## src/sv/gmp_pkg.sv

```systemverilog
// Package for the grid minimum path sum block: sizes, widths and the
// shared-unit request types. No dependencies.
`default_nettype none

package gmp_pkg;

    localparam int MAX_ROWS    = 64;
    localparam int MAX_COLS    = 64;
    localparam int WEIGHT_BITS = 8;

    localparam int CELLS  = MAX_ROWS * MAX_COLS;
    localparam int ADDR_W = (CELLS > 1) ? $clog2(CELLS) : 1;
    localparam int TOT_W  = ADDR_W + 1;
    localparam int ROW_W  = (MAX_ROWS > 1) ? $clog2(MAX_ROWS) : 1;
    localparam int COL_W  = (MAX_COLS > 1) ? $clog2(MAX_COLS) : 1;
    localparam int RCNT_W = $clog2(MAX_ROWS + 1);
    localparam int CCNT_W = $clog2(MAX_COLS + 1);

    localparam int DIST_W = 15;
    localparam logic [DIST_W-1:0] DIST_MAX = {DIST_W{1'b1}};
    localparam int SUM_W  = ((DIST_W > WEIGHT_BITS) ? DIST_W : WEIGHT_BITS) + 1;

    localparam int IN_W   = 8;
    localparam int POS_W  = 6;
    localparam int CFG_W  = 7;
    localparam int APB_DW = 32;
    localparam int APB_AW = 3;

    localparam logic [0:0] REG_ROWS = 1'b0;
    localparam logic [0:0] REG_COLS = 1'b1;

    typedef struct packed {
        logic                   scan;
        logic [DIST_W-1:0]      a;
        logic [DIST_W-1:0]      b;
        logic                   has_a;
        logic                   has_b;
        logic [WEIGHT_BITS-1:0] w;
        logic [DIST_W:0]        best;
    } t_unit_req;

    typedef struct packed {
        logic [DIST_W-1:0] res;
        logic              less;
    } t_unit_rsp;

endpackage

`default_nettype wire

```

## src/sv/gmp_unit.sv

```systemverilog
// Shared arithmetic unit: min-of-neighbors plus weight with saturation for
// the two passes, forward plus backward minus weight and compare for the scan.
// Depends on gmp_pkg.
`default_nettype none

module gmp_unit (
    input  wire gmp_pkg::t_unit_req i_req,
    output gmp_pkg::t_unit_rsp      o_rsp
);
    import gmp_pkg::*;

    logic [DIST_W-1:0] base;
    logic [SUM_W-1:0]  sum;
    logic [SUM_W-1:0]  diff;
    logic [SUM_W-1:0]  w_ext;
    logic [DIST_W-1:0] res;

    always_comb begin
        base = '0;
        if (i_req.has_a) begin
            base = i_req.a;
        end
        if (i_req.has_b && (!i_req.has_a || (i_req.b < i_req.a))) begin
            base = i_req.b;
        end

        w_ext = SUM_W'(i_req.w);
        if (i_req.scan) begin
            sum  = SUM_W'(i_req.a) + SUM_W'(i_req.b);
            diff = (sum >= w_ext) ? (sum - w_ext) : '0;
        end else begin
            sum  = SUM_W'(base) + w_ext;
            diff = sum;
        end

        res = (diff > SUM_W'(DIST_MAX)) ? DIST_MAX : diff[DIST_W-1:0];
    end

    assign o_rsp.res  = res;
    assign o_rsp.less = ({1'b0, res} < i_req.best);

endmodule

`default_nettype wire

```

## config.mk

```make
export PLATFORM = sky130hd
export DESIGN_NAME = gmp_unit
export DESIGN_NICKNAME = d
export VERILOG_FILES = /design/src/sv/gmp_pkg.sv /design/src/sv/gmp_unit.sv
export SDC_FILE = /design/constraint.sdc
export NUM_CORES = 1
export LEC_CHECK = 0
export ABC_AREA = 1
export BUFFER_PORTS_ARGS = -buffer_cell sky130_fd_sc_hd__buf_4
export CORE_MARGIN = 5
export CORE_UTILIZATION = 33
export DETAILED_ROUTE_END_ITERATION = 6
export GPL_TIMING_DRIVEN = 0
export PLACE_DENSITY_LB_ADDON = 0.25
export SKIP_LAST_GASP = 1
export SLEW_MARGIN = 30
export SYNTH_ARGS = -nofsm -noshare
export SYNTH_HDL_FRONTEND = slang
export SYNTH_SLANG_ARGS = --single-unit
```

## constraint.sdc

```tcl
create_clock -name vclk -period 19.4
set_input_delay 3.88 -clock vclk [all_inputs]
set_output_delay 3.88 -clock vclk [all_outputs]
set_load 0.005 [all_outputs]
```

# --- Word-level counts from Yosys, hierarchy flattened ---
# Cells that the tools add are included.
word_totals:
  output_inout_bits: 16
  ff_bits: 0
  romBits: 0
  word_cells: 15
  n_memories: 0
  latch_bits: 0
  ram_bits: 0
op_classes:
  n_mul: 0
  div_mod_pow: 0
  n_reduce_logical: 3
  addsub: 3
  bitwise_logic: 0
  mux: 5
  n_shift: 0
  magnitude_cmp: 4
  eq_ne: 0
op_table:
  columns: ["op", "n"]
  rows:
  - ["15-bit two-way mux", 3]
  - ["16-bit two-way mux", 2]
  - ["15-bit by 15-bit adder with 16-bit output", 1]
  - ["15-bit by 8-bit adder with 16-bit output", 1]
  - ["16-bit by 8-bit >= comparator with 1-bit output", 1]
  - ["16-bit by 15-bit greater-than comparator with 1-bit output (second input constant)", 1]
  - ["15-bit by 16-bit less-than comparator with 1-bit output", 1]
  - ["16-bit by 8-bit subtractor with 16-bit output", 1]
  - ["15-bit less-than comparator", 1]
  - ["1-bit logical AND", 1]
  - ["1-bit zero test", 1]
  - ["1-bit logical OR", 1]

# --- Logic depth before layout (Yosys ltp) ---
logic_depth:
  ltp_word: 9
  depth_mapped: 37

# --- Least setup slack after synthesis ---
# Ideal clock, no wire load.
synth_path:
  path_kind: "input-to-output"
  start: "input port i_req[51] in the netlist's numbering"
  end: "output port o_rsp[0] in the netlist's numbering"
  n_path_buf: 2
  arrival_time_ps: 7933
  stages: 34
  path_slack_ps: 7587
  cell_sequence: "inv_1 -> ha_1 -> nand2_1 -> inv_1 -> nand3_1 -> nor2_1 -> nand2_1 -> nand2_2 -> nand2_4 -> nand2_4 -> buf_6 -> clkbuf_1 -> nand3_1 -> o21ai_0 -> ha_1 -> inv_1 -> fa_1 -> inv_1 -> a31oi_1 -> o21ai_0 -> a21oi_1 -> nor2_1 -> o21ai_0 -> nand2_1 -> nand2_1 -> nor2_1 -> nand2_1 -> nor2_1 -> xnor2_1 -> o221ai_1 -> ha_1 -> nand4_1 -> nor3_1 -> a21oi_2"
synth_lines:
  columns: ["element", "line_no", "rtl"]
  rows:
  - ["from (decl)", "gmp_unit.sv:7", "input wire gmp_pkg::t_unit_req i_req,"]
  - ["to (decl)", "gmp_unit.sv:8", "output gmp_pkg::t_unit_rsp o_rsp"]

==> results by stage <==
Status:
- The flow ran to the end, and the final reports show no timing, DRC or antenna violations.

STA:
- In the final timing run, aggregate negative setup slack is 0 ns.
- The final-report max-slew violation count is 0.
- Setup repair after global routing left no endpoint under its margin.
- For the pin with the worst max-slew slack, the measured transition is 0.566 ns.
- The worst hold slack after final layout is 8.15 ns.
- The worst-case setup margin in the final layout is 6.70 ns.
- The count of final hold-check violations is 0.
- The achievable clock frequency is 0.0788 GHz.
- Setup violations remaining at the end of the flow were counted as 0.
- The ratio of final minimum period to clock period is 65.5%.
- The worst pin sits at a relative slew slack of 62.2%.
- Counting I/O delays and the setup requirement, the final critical path takes 12.70 ns.

Logic synthesis:
- Dividing the synthesized area by the synthesized cell count gives 5.76 µm².
- The net count after synthesis is 676.
- During synthesis, Yosys emitted a total of 0 warnings.
- The synthesized netlist occupies a cell area of 3190 µm².
- The cell count after synthesis came out at 554.
- Yosys mapped the design onto 38 distinct sky130hd cell types.
- The sequential fraction of the synthesis area is 0%.

Worst setup path:
- The nature of the critical path endpoint is a primary output.
- The data arrival time of the critical path is 8.82 ns.
- The standard cell with the maximum stage delay on the critical path is sky130_fd_sc_hd__ha_1.
- STA classifies the critical path startpoint as an input pin.
- In this run the worst path has a maximum fanout of 10.
- The delay of the slowest cell on the worst path is 0.42 ns.
- The critical path is of the in -> out type.
- The critical path's most frequent cell is sky130_fd_sc_hd__nand2_1.
- The critical path data required time is 15.52 ns.

Die:
- The floorplan step defined a core boundary enclosing 9330 µm².
- For this configuration, the core starts out at a cell density of 34.2%.
- The floorplan has 35 rows.
- The count of pins on the block boundary is 73.
- The floorplan die width is 108 µm.
- The floorplan step defined a die boundary enclosing 11700 µm².
- The vertical extent of the die is 108 µm.

Placement:
- The instance count after placement with tap cells included is 754.
- Detailed placement finished with a half-perimeter wire length of 8200 µm.
- The post-place setup slack is 6.65 ns.
- At the end of routability-driven placement, the weighted congestion stood at 0.918.
- The count of buffers added on input and output ports is 71.
- The placed instance area is 3890 µm².

Clock network:
- After clock tree synthesis, the repair step resized 0 gates.
- After clock tree synthesis, the flow added hold-fix buffers numbering 0.
- The number of setup buffers added after CTS is 0.

Global routing:
- The number of global-route vias before repair came to 3443.
- Entering global routing, the biggest net connects 11 pins.
- In the global route stage, overall resource usage came out at 15.3%.
- The total overflow reported by the global router is 0.
- The first-pass GRT wire length is 15300 µm.
- The initial antenna violation count is 0.

Layout:
- The most frequent standard cell in the layout excluding fill and tap cells is sky130_fd_sc_hd__nand2_1.
- The layout has 0 clock buffers.
- The repair_antennas step left the layout with diodes totalling 0.
- Leaving out fill and tap cells, the most frequent cells in the layout are sky130_fd_sc_hd__nand2_1 (145), sky130_fd_sc_hd__inv_1 (113), sky130_fd_sc_hd__buf_4 (71), sky130_fd_sc_hd__ha_1 (62), sky130_fd_sc_hd__nor2_1 (42).
- The final cell count without fillers is 754.
- The post-route cell area is 3890 µm².
- Registers take 0 µm².
- The count of flip-flops and latches is 0.
- After the last flow step, the layout net total stands at 749.
- Relative to the synthesized area, the layout overhead comes to 21.8%.
- The ratio of cells with drive above 1 in the final layout is 17.0%.
- The final design utilization is 41.7%.

Routing:
- The detail route stage leaves a number of antenna-violating nets equal to 0.
- The number of optimization iterations in the first detailed-route pass is 4.
- In this run, the number of DRC markers left after iteration 0 of detailed routing was 136.
- The vias after detailed routing is 3553.
- After detailed routing, the average wire length per cell comes to 11.9 µm.
- Summed over all layers, the routed wires come to 8990 µm.
- After detailed routing, the number of remaining DRC violations is 0.
- The average via count per standard cell is 4.71.

Pwr:
- Total power for the finished layout comes to 157 µW.
- For this design the ratio of total power to cell area is 40.5 nW/µm².
- The total leakage power is 2.30 nW.
- The worst vdd rail ir drop is 12.2 µV.

Min path:
- The worst hold path belongs to the class in -> out.

Job:
- Across the run, the number of max-cap violations was 0.
## Yosys cell counts, types with 3 or more instances
library cell                 n  area (µm²)
sky130_fd_sc_hd__nand3b_1    3        22.5
sky130_fd_sc_hd__nor3_1      5        25.0
sky130_fd_sc_hd__inv_1     113         424
sky130_fd_sc_hd__nor2_1     42         158
sky130_fd_sc_hd__a31oi_1     6        37.5
sky130_fd_sc_hd__nand2_2     9        56.3
sky130_fd_sc_hd__o211ai_1    3        22.5
sky130_fd_sc_hd__buf_6       3        33.8
sky130_fd_sc_hd__inv_2       4        15.0
sky130_fd_sc_hd__xor2_1     13         114
sky130_fd_sc_hd__a21o_1      4        30.0
sky130_fd_sc_hd__nand3_1    35         175
sky130_fd_sc_hd__nand4_1     8        50.1
sky130_fd_sc_hd__xnor2_1     9        78.8
sky130_fd_sc_hd__o21ai_0    17        85.1
sky130_fd_sc_hd__ha_1       62         776
sky130_fd_sc_hd__fa_1        3        60.1
sky130_fd_sc_hd__o211ai_2    3        37.5
sky130_fd_sc_hd__o221ai_1    7        61.3
sky130_fd_sc_hd__a21oi_1    34         170
sky130_fd_sc_hd__nand2_1   145         544
## power by group
part | total, mW | switching, mW | internal [mW]
sequential | 0 | 0 | 0
combinational | 0.157 | 0.0904 | 0.0669
clock | 0 | 0 | 0
## worst paths after layout
kind,start,to,slack [ns],cells past startpoint
max,i_req[31],o_rsp[0],6.70,34
min,i_req[15],o_rsp[0],8.15,4
## cells by family after synthesis
kind of cell    count (synthesis)  synth area share, %
simple gates                  256                 35.1
xor+xnor                       22                 6.04
buf+inv                       126                 15.6
fa+ha+maj                      65                 26.2
compound gates                 85                 17.1
## metal layers
metal  GRT usage [%]  wire length, µm  up-vias
li1                -                -     1917
met1            21.3             4360     1571
met2            26.6             4120       55
met3           0.896              374       10
met4            2.16              137        0
met5               0                0        -
## worst max-delay path: cells and delay by family
kind                       cells  cell delay (ns)
adders and majority gates      3             1.10
buffers and inverters          7             1.07
AOI/OAI and AO/OA              5             0.73
and+or+nand+nor               19             2.03
## area by class of cell
cell class,instances,area [µm²]
Fill cell,1015,5440
Timing Repair Buffer,71,533
Buffer,9,60.1
Multi-Input combinational cell,428,2690
Inverter,117,439
Tap cell,129,161
No activity file was read; power rests on OpenSTA's default activity.
